`config.mk`:
```
export PLATFORM = sky130hd
export DESIGN_NAME = cpp_dist
export DESIGN_NICKNAME = d
export VERILOG_FILES = /design/src/rtl/core/cpp_pkg.sv /design/src/rtl/core/cpp_dist.sv
export SDC_FILE = /design/constraint.sdc
export NUM_CORES = 1
export LEC_CHECK = 0
export BUFFER_PORTS_ARGS = -buffer_cell sky130_fd_sc_hd__buf_2
export CAP_MARGIN = 5
export CELL_PAD_IN_SITES_DETAIL_PLACEMENT = 1
export CELL_PAD_IN_SITES_GLOBAL_PLACEMENT = 1
export CORE_AREA = 2 2 218 220
export CTS_CLUSTER_DIAMETER = 60
export DETAILED_ROUTE_END_ITERATION = 7
export DIE_AREA = 0 0 220 222
export GPL_ROUTABILITY_DRIVEN = 1
export PLACE_DENSITY = 0.85
export SETUP_SLACK_MARGIN = 0.5
export SLEW_MARGIN = 15
export SYNTH_ARGS = -nofsm -noshare
export SYNTH_HDL_FRONTEND = slang
export SYNTH_SLANG_ARGS = --single-unit
```
`constraint.sdc`:
```
create_clock -name clk -period 12.72 [get_ports clk]
set_clock_uncertainty 0.2 [all_clocks]
set_input_delay 3.816 -clock clk [delete_from_list [all_inputs] [get_ports clk]]
set_output_delay 3.816 -clock clk [all_outputs]
set_load 0.03 [all_outputs]
```
`src/rtl/core/cpp_pkg.sv`:
```
// types and constants shared by the closest-pair block
// no dependencies; cpp_dist, closest_pair_of_points, cpp_checker and tb_top import this package
`default_nettype none

package cpp_pkg;

  localparam int COORD_W = 16;
  localparam int DIFF_W  = COORD_W + 1;
  localparam int SQ_W    = 2 * COORD_W;
  localparam int DIST_W  = 2 * COORD_W + 1;

  localparam logic [DIST_W-1:0] DIST_MAX = '1;

  typedef logic signed [COORD_W-1:0] coord_t;

  typedef struct packed {
    coord_t x;
    coord_t y;
  } coord_pair_t;

  typedef struct packed {
    coord_t point_x;
    coord_t point_y;
    logic   last_point;
  } point_t;

  typedef struct packed {
    logic [DIST_W-1:0] min_dist_sq;
    coord_t            first_x;
    coord_t            first_y;
    coord_t            second_x;
    coord_t            second_y;
    logic              pair_found;
    logic              capacity_overflow;
  } result_t;

  typedef struct packed {
    logic busy;
    logic out_valid;
  } dist_status_t;

  typedef enum logic [2:0] {
    ST_IDLE,
    ST_SCAN,
    ST_DRAIN,
    ST_STORE,
    ST_EMIT
  } cpp_state_t;

endpackage

`default_nettype wire

```
`src/rtl/core/cpp_dist.sv`:
```
// pipelined squared-distance unit: difference stage, square stage, sum out
// depends on cpp_pkg
`default_nettype none

module cpp_dist (
  input  logic                      clk,
  input  logic                      rst,
  input  logic                      in_valid,
  input  cpp_pkg::coord_pair_t      stored,
  input  cpp_pkg::coord_pair_t      probe,
  output cpp_pkg::dist_status_t     status,
  output logic [cpp_pkg::DIST_W-1:0] dist_sq,
  output cpp_pkg::coord_pair_t      out_stored
);
  import cpp_pkg::*;

  logic                     v1;
  logic                     v2;
  logic signed [DIFF_W-1:0] dx;
  logic signed [DIFF_W-1:0] dy;
  coord_pair_t              s1_pt;
  logic [SQ_W-1:0]          sqx;
  logic [SQ_W-1:0]          sqy;
  coord_pair_t              s2_pt;
  logic signed [2*DIFF_W-1:0] prod_x;
  logic signed [2*DIFF_W-1:0] prod_y;

  always_ff @(posedge clk) begin
    if (rst) begin
      v1 <= 1'b0;
      v2 <= 1'b0;
    end else begin
      v1 <= in_valid;
      v2 <= v1;
    end
  end

  // sign-extend one bit so the difference never wraps
  always_ff @(posedge clk) begin
    dx    <= {stored.x[COORD_W-1], stored.x} - {probe.x[COORD_W-1], probe.x};
    dy    <= {stored.y[COORD_W-1], stored.y} - {probe.y[COORD_W-1], probe.y};
    s1_pt <= stored;
  end

  assign prod_x = dx * dx;
  assign prod_y = dy * dy;

  // squares are never negative and fit in SQ_W bits
  always_ff @(posedge clk) begin
    sqx   <= prod_x[SQ_W-1:0];
    sqy   <= prod_y[SQ_W-1:0];
    s2_pt <= s1_pt;
  end

  assign dist_sq          = {1'b0, sqx} + {1'b0, sqy};
  assign out_stored       = s2_pt;
  assign status.out_valid = v2;
  assign status.busy      = v1 | v2;

endmodule

`default_nettype wire

```
==> impl_metrics.xml <==
<?xml version="1.0" encoding="UTF-8"?>
<metrics>
  <group name="global_route">
    <metric name="grt-ovfl-total" unit="">0</metric>
    <metric name="grt_pass1_wl" unit="mm">112</metric>
    <metric name="antenna_found_initial" unit="">7</metric>
    <metric name="pin_count_of_the_biggest_net_entering_global_routing" unit="">32</metric>
    <metric name="globalRouteTotalUtil" unit="%">30.4</metric>
    <metric name="via_count_of_the_first_global_routing_pass" unit="">22000</metric>
  </group>
  <group name="min_path">
    <metric name="min-delay-path-class" unit="">reg2reg</metric>
    <metric name="hold-path-cell-count" unit="">0</metric>
    <metric name="min_from" unit="">s1_pt[15]</metric>
  </group>
  <group name="yosys">
    <metric name="post-synth-top-area-cell" unit="">sky130_fd_sc_hd__fa_1</metric>
    <metric name="yosys.area_share.adder" unit="%">53.1</metric>
    <metric name="yosysMostFrequentCell" unit="">sky130_fd_sc_hd__inv_1</metric>
    <metric name="synth_compound_gate_area_share" unit="%">6.30</metric>
    <metric name="ys_top_cells_by_count" unit="">sky130_fd_sc_hd__inv_1 (735), sky130_fd_sc_hd__fa_1 (514), sky130_fd_sc_hd__ha_1 (228)</metric>
    <metric name="ffs_latches_synth" unit="">162</metric>
    <metric name="muxShareOfSynthArea" unit="%">0.0911</metric>
    <metric name="mappedNetlistNets" unit="">3416</metric>
    <metric name="synth_area_per_cell" unit="um^2">9.49</metric>
    <metric name="yosys-top-cells-area" unit="">sky130_fd_sc_hd__fa_1 (42%), sky130_fd_sc_hd__dfxtp_1 (13%), sky130_fd_sc_hd__ha_1 (12%), sky130_fd_sc_hd__inv_1 (11%), sky130_fd_sc_hd__xnor2_1 (3.5%)</metric>
    <metric name="synth-edff-count" unit="">0</metric>
    <metric name="post_synth_and_or_nand_nor_area_fraction" unit="%">10.6</metric>
    <metric name="synthArstFlopShare" unit="%">0</metric>
    <metric name="yosysSeqAreaShare" unit="%">13.1</metric>
    <metric name="synth_area" unit="um^2">24700</metric>
    <metric name="yosys.area_share.xor_xnor" unit="%">4.82</metric>
    <metric name="synth_largest_type_area_fraction" unit="%">41.6</metric>
    <metric name="dominant_synthesized_flop_cell" unit="">sky130_fd_sc_hd__dfxtp_1</metric>
    <metric name="synthesis.instances" unit="">2607</metric>
    <metric name="synth_cell_types" unit="">59</metric>
    <metric name="synth_warn" unit="">0</metric>
    <metric name="main_combinational_cell_family_by_area_after_synthesis" unit="">adder cells</metric>
  </group>
  <group name="routing">
    <metric name="drc_violations" unit="">0</metric>
    <metric name="drt-vias-per-instance" unit="">5.41</metric>
    <metric name="via_count" unit="">18000</metric>
    <metric name="wl_per_cell" unit="um">20.7</metric>
    <metric name="antenna_violating_nets_post_route" unit="">0</metric>
    <metric name="drt_first_pass_iters" unit="">5</metric>
    <metric name="initialDrtViolationCount" unit="">785</metric>
    <metric name="routed_wl" unit="mm">68.9</metric>
  </group>
  <group name="cts">
    <metric name="clock_tree.root_cell" unit="">sky130_fd_sc_hd__clkbuf_16</metric>
    <metric name="cts_num_sinks" unit="">162</metric>
    <metric name="tritoncts" unit="">done</metric>
    <metric name="postCtsSetupBuffers" unit="">0</metric>
    <metric name="cts_max_level" unit="">4</metric>
    <metric name="cts_hold_repair.buffers" unit="">0</metric>
    <metric name="clock_path_buffers" unit="">2</metric>
    <metric name="tritoncts.num_buffers" unit="">17</metric>
    <metric name="worstSkewPairLatency" unit="ns">0.51</metric>
    <metric name="cts_resized" unit="">0</metric>
    <metric name="cts.reportedPaths.clkPinSlew" unit="ns">0.08</metric>
  </group>
  <group name="die">
    <metric name="design.die.area" unit="um^2">48800</metric>
    <metric name="core_region_area" unit="um^2">46300</metric>
    <metric name="die_w" unit="um">220</metric>
    <metric name="initial_utilization" unit="%">53.5</metric>
    <metric name="io_pins" unit="">134</metric>
    <metric name="row_count" unit="">79</metric>
    <metric name="die_span_in_y" unit="um">222</metric>
  </group>
  <group name="finish">
    <metric name="layout-drive-gt1-share" unit="%">7.15</metric>
    <metric name="area_growth" unit="%">7.76</metric>
    <metric name="nNetsFinal" unit="">3523</metric>
    <metric name="finish.cell_count_without_fillers" unit="">3335</metric>
    <metric name="fill_cells" unit="">5248</metric>
    <metric name="postLayoutCoreUtil" unit="%">57.6</metric>
  </group>
  <group name="timing">
    <metric name="rsz_0062_raised_after_global_routing" unit="">no</metric>
    <metric name="holdWs" unit="ns">0.129</metric>
    <metric name="finalSetupTns" unit="ns">0</metric>
    <metric name="worst-slew-pin-transition" unit="ns">1.28</metric>
    <metric name="final_hold_viol_count" unit="">0</metric>
    <metric name="post-route-period-util" unit="%">61.1</metric>
    <metric name="timing_max_transition_violations_final" unit="">0</metric>
    <metric name="timing.fmax" unit="MHz">129</metric>
    <metric name="report.final.setup_viol" unit="">0</metric>
    <metric name="max-slew-margin-rel" unit="%">12.3</metric>
    <metric name="final_period_minus_worst_setup_slack" unit="ns">7.78</metric>
  </group>
  <group name="job">
    <metric name="cap_viol_max_count" unit="">0</metric>
  </group>
  <group name="setup_path">
    <metric name="r2r.worst_path.cells" unit="">22</metric>
    <metric name="worst-endpoint-required" unit="ns">8.70</metric>
    <metric name="critPathLaunch" unit="">sqx[16]</metric>
    <metric name="crit_path_start_kind" unit="">flip-flop</metric>
    <metric name="worst_ep_arrival_time" unit="ns">3.76</metric>
    <metric name="cp-endpoint" unit="">dist_sq[31]</metric>
    <metric name="rr_endpoint" unit="">sqx[30]</metric>
    <metric name="worst-r2r-setup-slack" unit="ns">5.04</metric>
    <metric name="worstReg2RegStart" unit="">dx[7]</metric>
    <metric name="timing.critical_path.fanout_max" unit="">4</metric>
    <metric name="path_class" unit="">reg2out</metric>
    <metric name="timing.critical_path.to_type" unit="">primary output</metric>
  </group>
  <group name="place">
    <metric name="port_buffers" unit="">133</metric>
    <metric name="placed_cells" unit="">3302</metric>
    <metric name="post_detail_place_hpwl" unit="mm">56.8</metric>
    <metric name="gp_congestion" unit="">0.901</metric>
  </group>
  <group name="status">
    <metric name="outcome" unit="">completed</metric>
  </group>
</metrics>
-- final cells by class --
type	count	area, um^2	share of cell area, %
clock inverters	15	216	0.812
diodes	1	2.50	0.00939
flip-flops and latches	162	3240	12.2
inverters	735	2760	10.4
clock buffers	17	425	1.60
multi-input cells	1659	18500	69.5
well taps	607	759	2.85
repair buffers	139	711	2.67
-- state kept, by name, indices dropped and copies added (netlist names) --
name,flops
sqx,31
v2,1
out_stored,32
dy,17
s1_pt,32
sqy,31
dx,17
v1,1
-- routing by layer --
metal	track usage, %	vias up	wire [um]
met3	5.46	219	3530
met1	32.9	9347	24500
met2	55.6	529	37200
li1	-	7942	-
met4	16.3	6	3640
met5	0	-	35
-- cell families (layout without fill, tap and decap cells) --
kind of cell / Yosys count / count (layout)
xor+xnor: 136 / 136
other cells: 0 / 1
fa+ha+maj: 742 / 742
simple gates: 545 / 545
compound gates: 234 / 234
buf+inv: 786 / 906
flops: 162 / 162
mux: 2 / 2
-- layout by cell type, fill, tap and decap left out, drive strengths merged, types with 10 or more instances in the layout --
| master | netlist | routed |
|---|---|---|
| nor2 | 100 | 100 |
| a21oi | 75 | 75 |
| clkbuf | 50 | 17 |
| fa | 514 | 514 |
| and2 | 110 | 110 |
| nand3 | 18 | 18 |
| dfxtp | 162 | 162 |
| ha | 228 | 228 |
| o21a | 19 | 19 |
| a2111oi | 10 | 10 |
| nor2b | 32 | 32 |
| xnor2 | 100 | 100 |
| xor2 | 36 | 36 |
| and3 | 13 | 13 |
| inv | 735 | 742 |
| a21o | 26 | 26 |
| buf | 1 | 139 |
| or3 | 11 | 11 |
| nand2b | 18 | 18 |
| o21ai | 44 | 44 |
| nor3 | 26 | 26 |
| nand2 | 197 | 197 |
-- worst min path at each step --
stage	to
after floorplan	out_stored[0]
after global placement	out_stored[20]
after detailed placement	out_stored[3]
after CTS	out_stored[19]
after global routing	out_stored[9]
final	out_stored[15]
-- per-stage QoR --
stage	setup WS [ns]	instance area, um^2
finish	4.94	26700
global route	4.75	26600
CTS	4.97	26600
detailed placement	5.34	26000
global placement	5.64	26000
floorplan	5.64	24700
-- critical path: stages (launching register included) --
cell and delay, ns:
sky130_fd_sc_hd__dfxtp_1 0.31, sky130_fd_sc_hd__ha_1 0.33, sky130_fd_sc_hd__a21oi_1 0.21, sky130_fd_sc_hd__nor2b_1 0.29, sky130_fd_sc_hd__o21ai_0 0.18, sky130_fd_sc_hd__a221o_1 0.36
sky130_fd_sc_hd__a21oi_1 0.45, sky130_fd_sc_hd__o211a_1 0.31, sky130_fd_sc_hd__o21ai_2 0.13, sky130_fd_sc_hd__o311ai_0 0.41, sky130_fd_sc_hd__buf_2 0.27
Power is left out: the tool's default activity adds up to more than one toggle a clock period on the data nets, which glitch-free logic cannot reach.
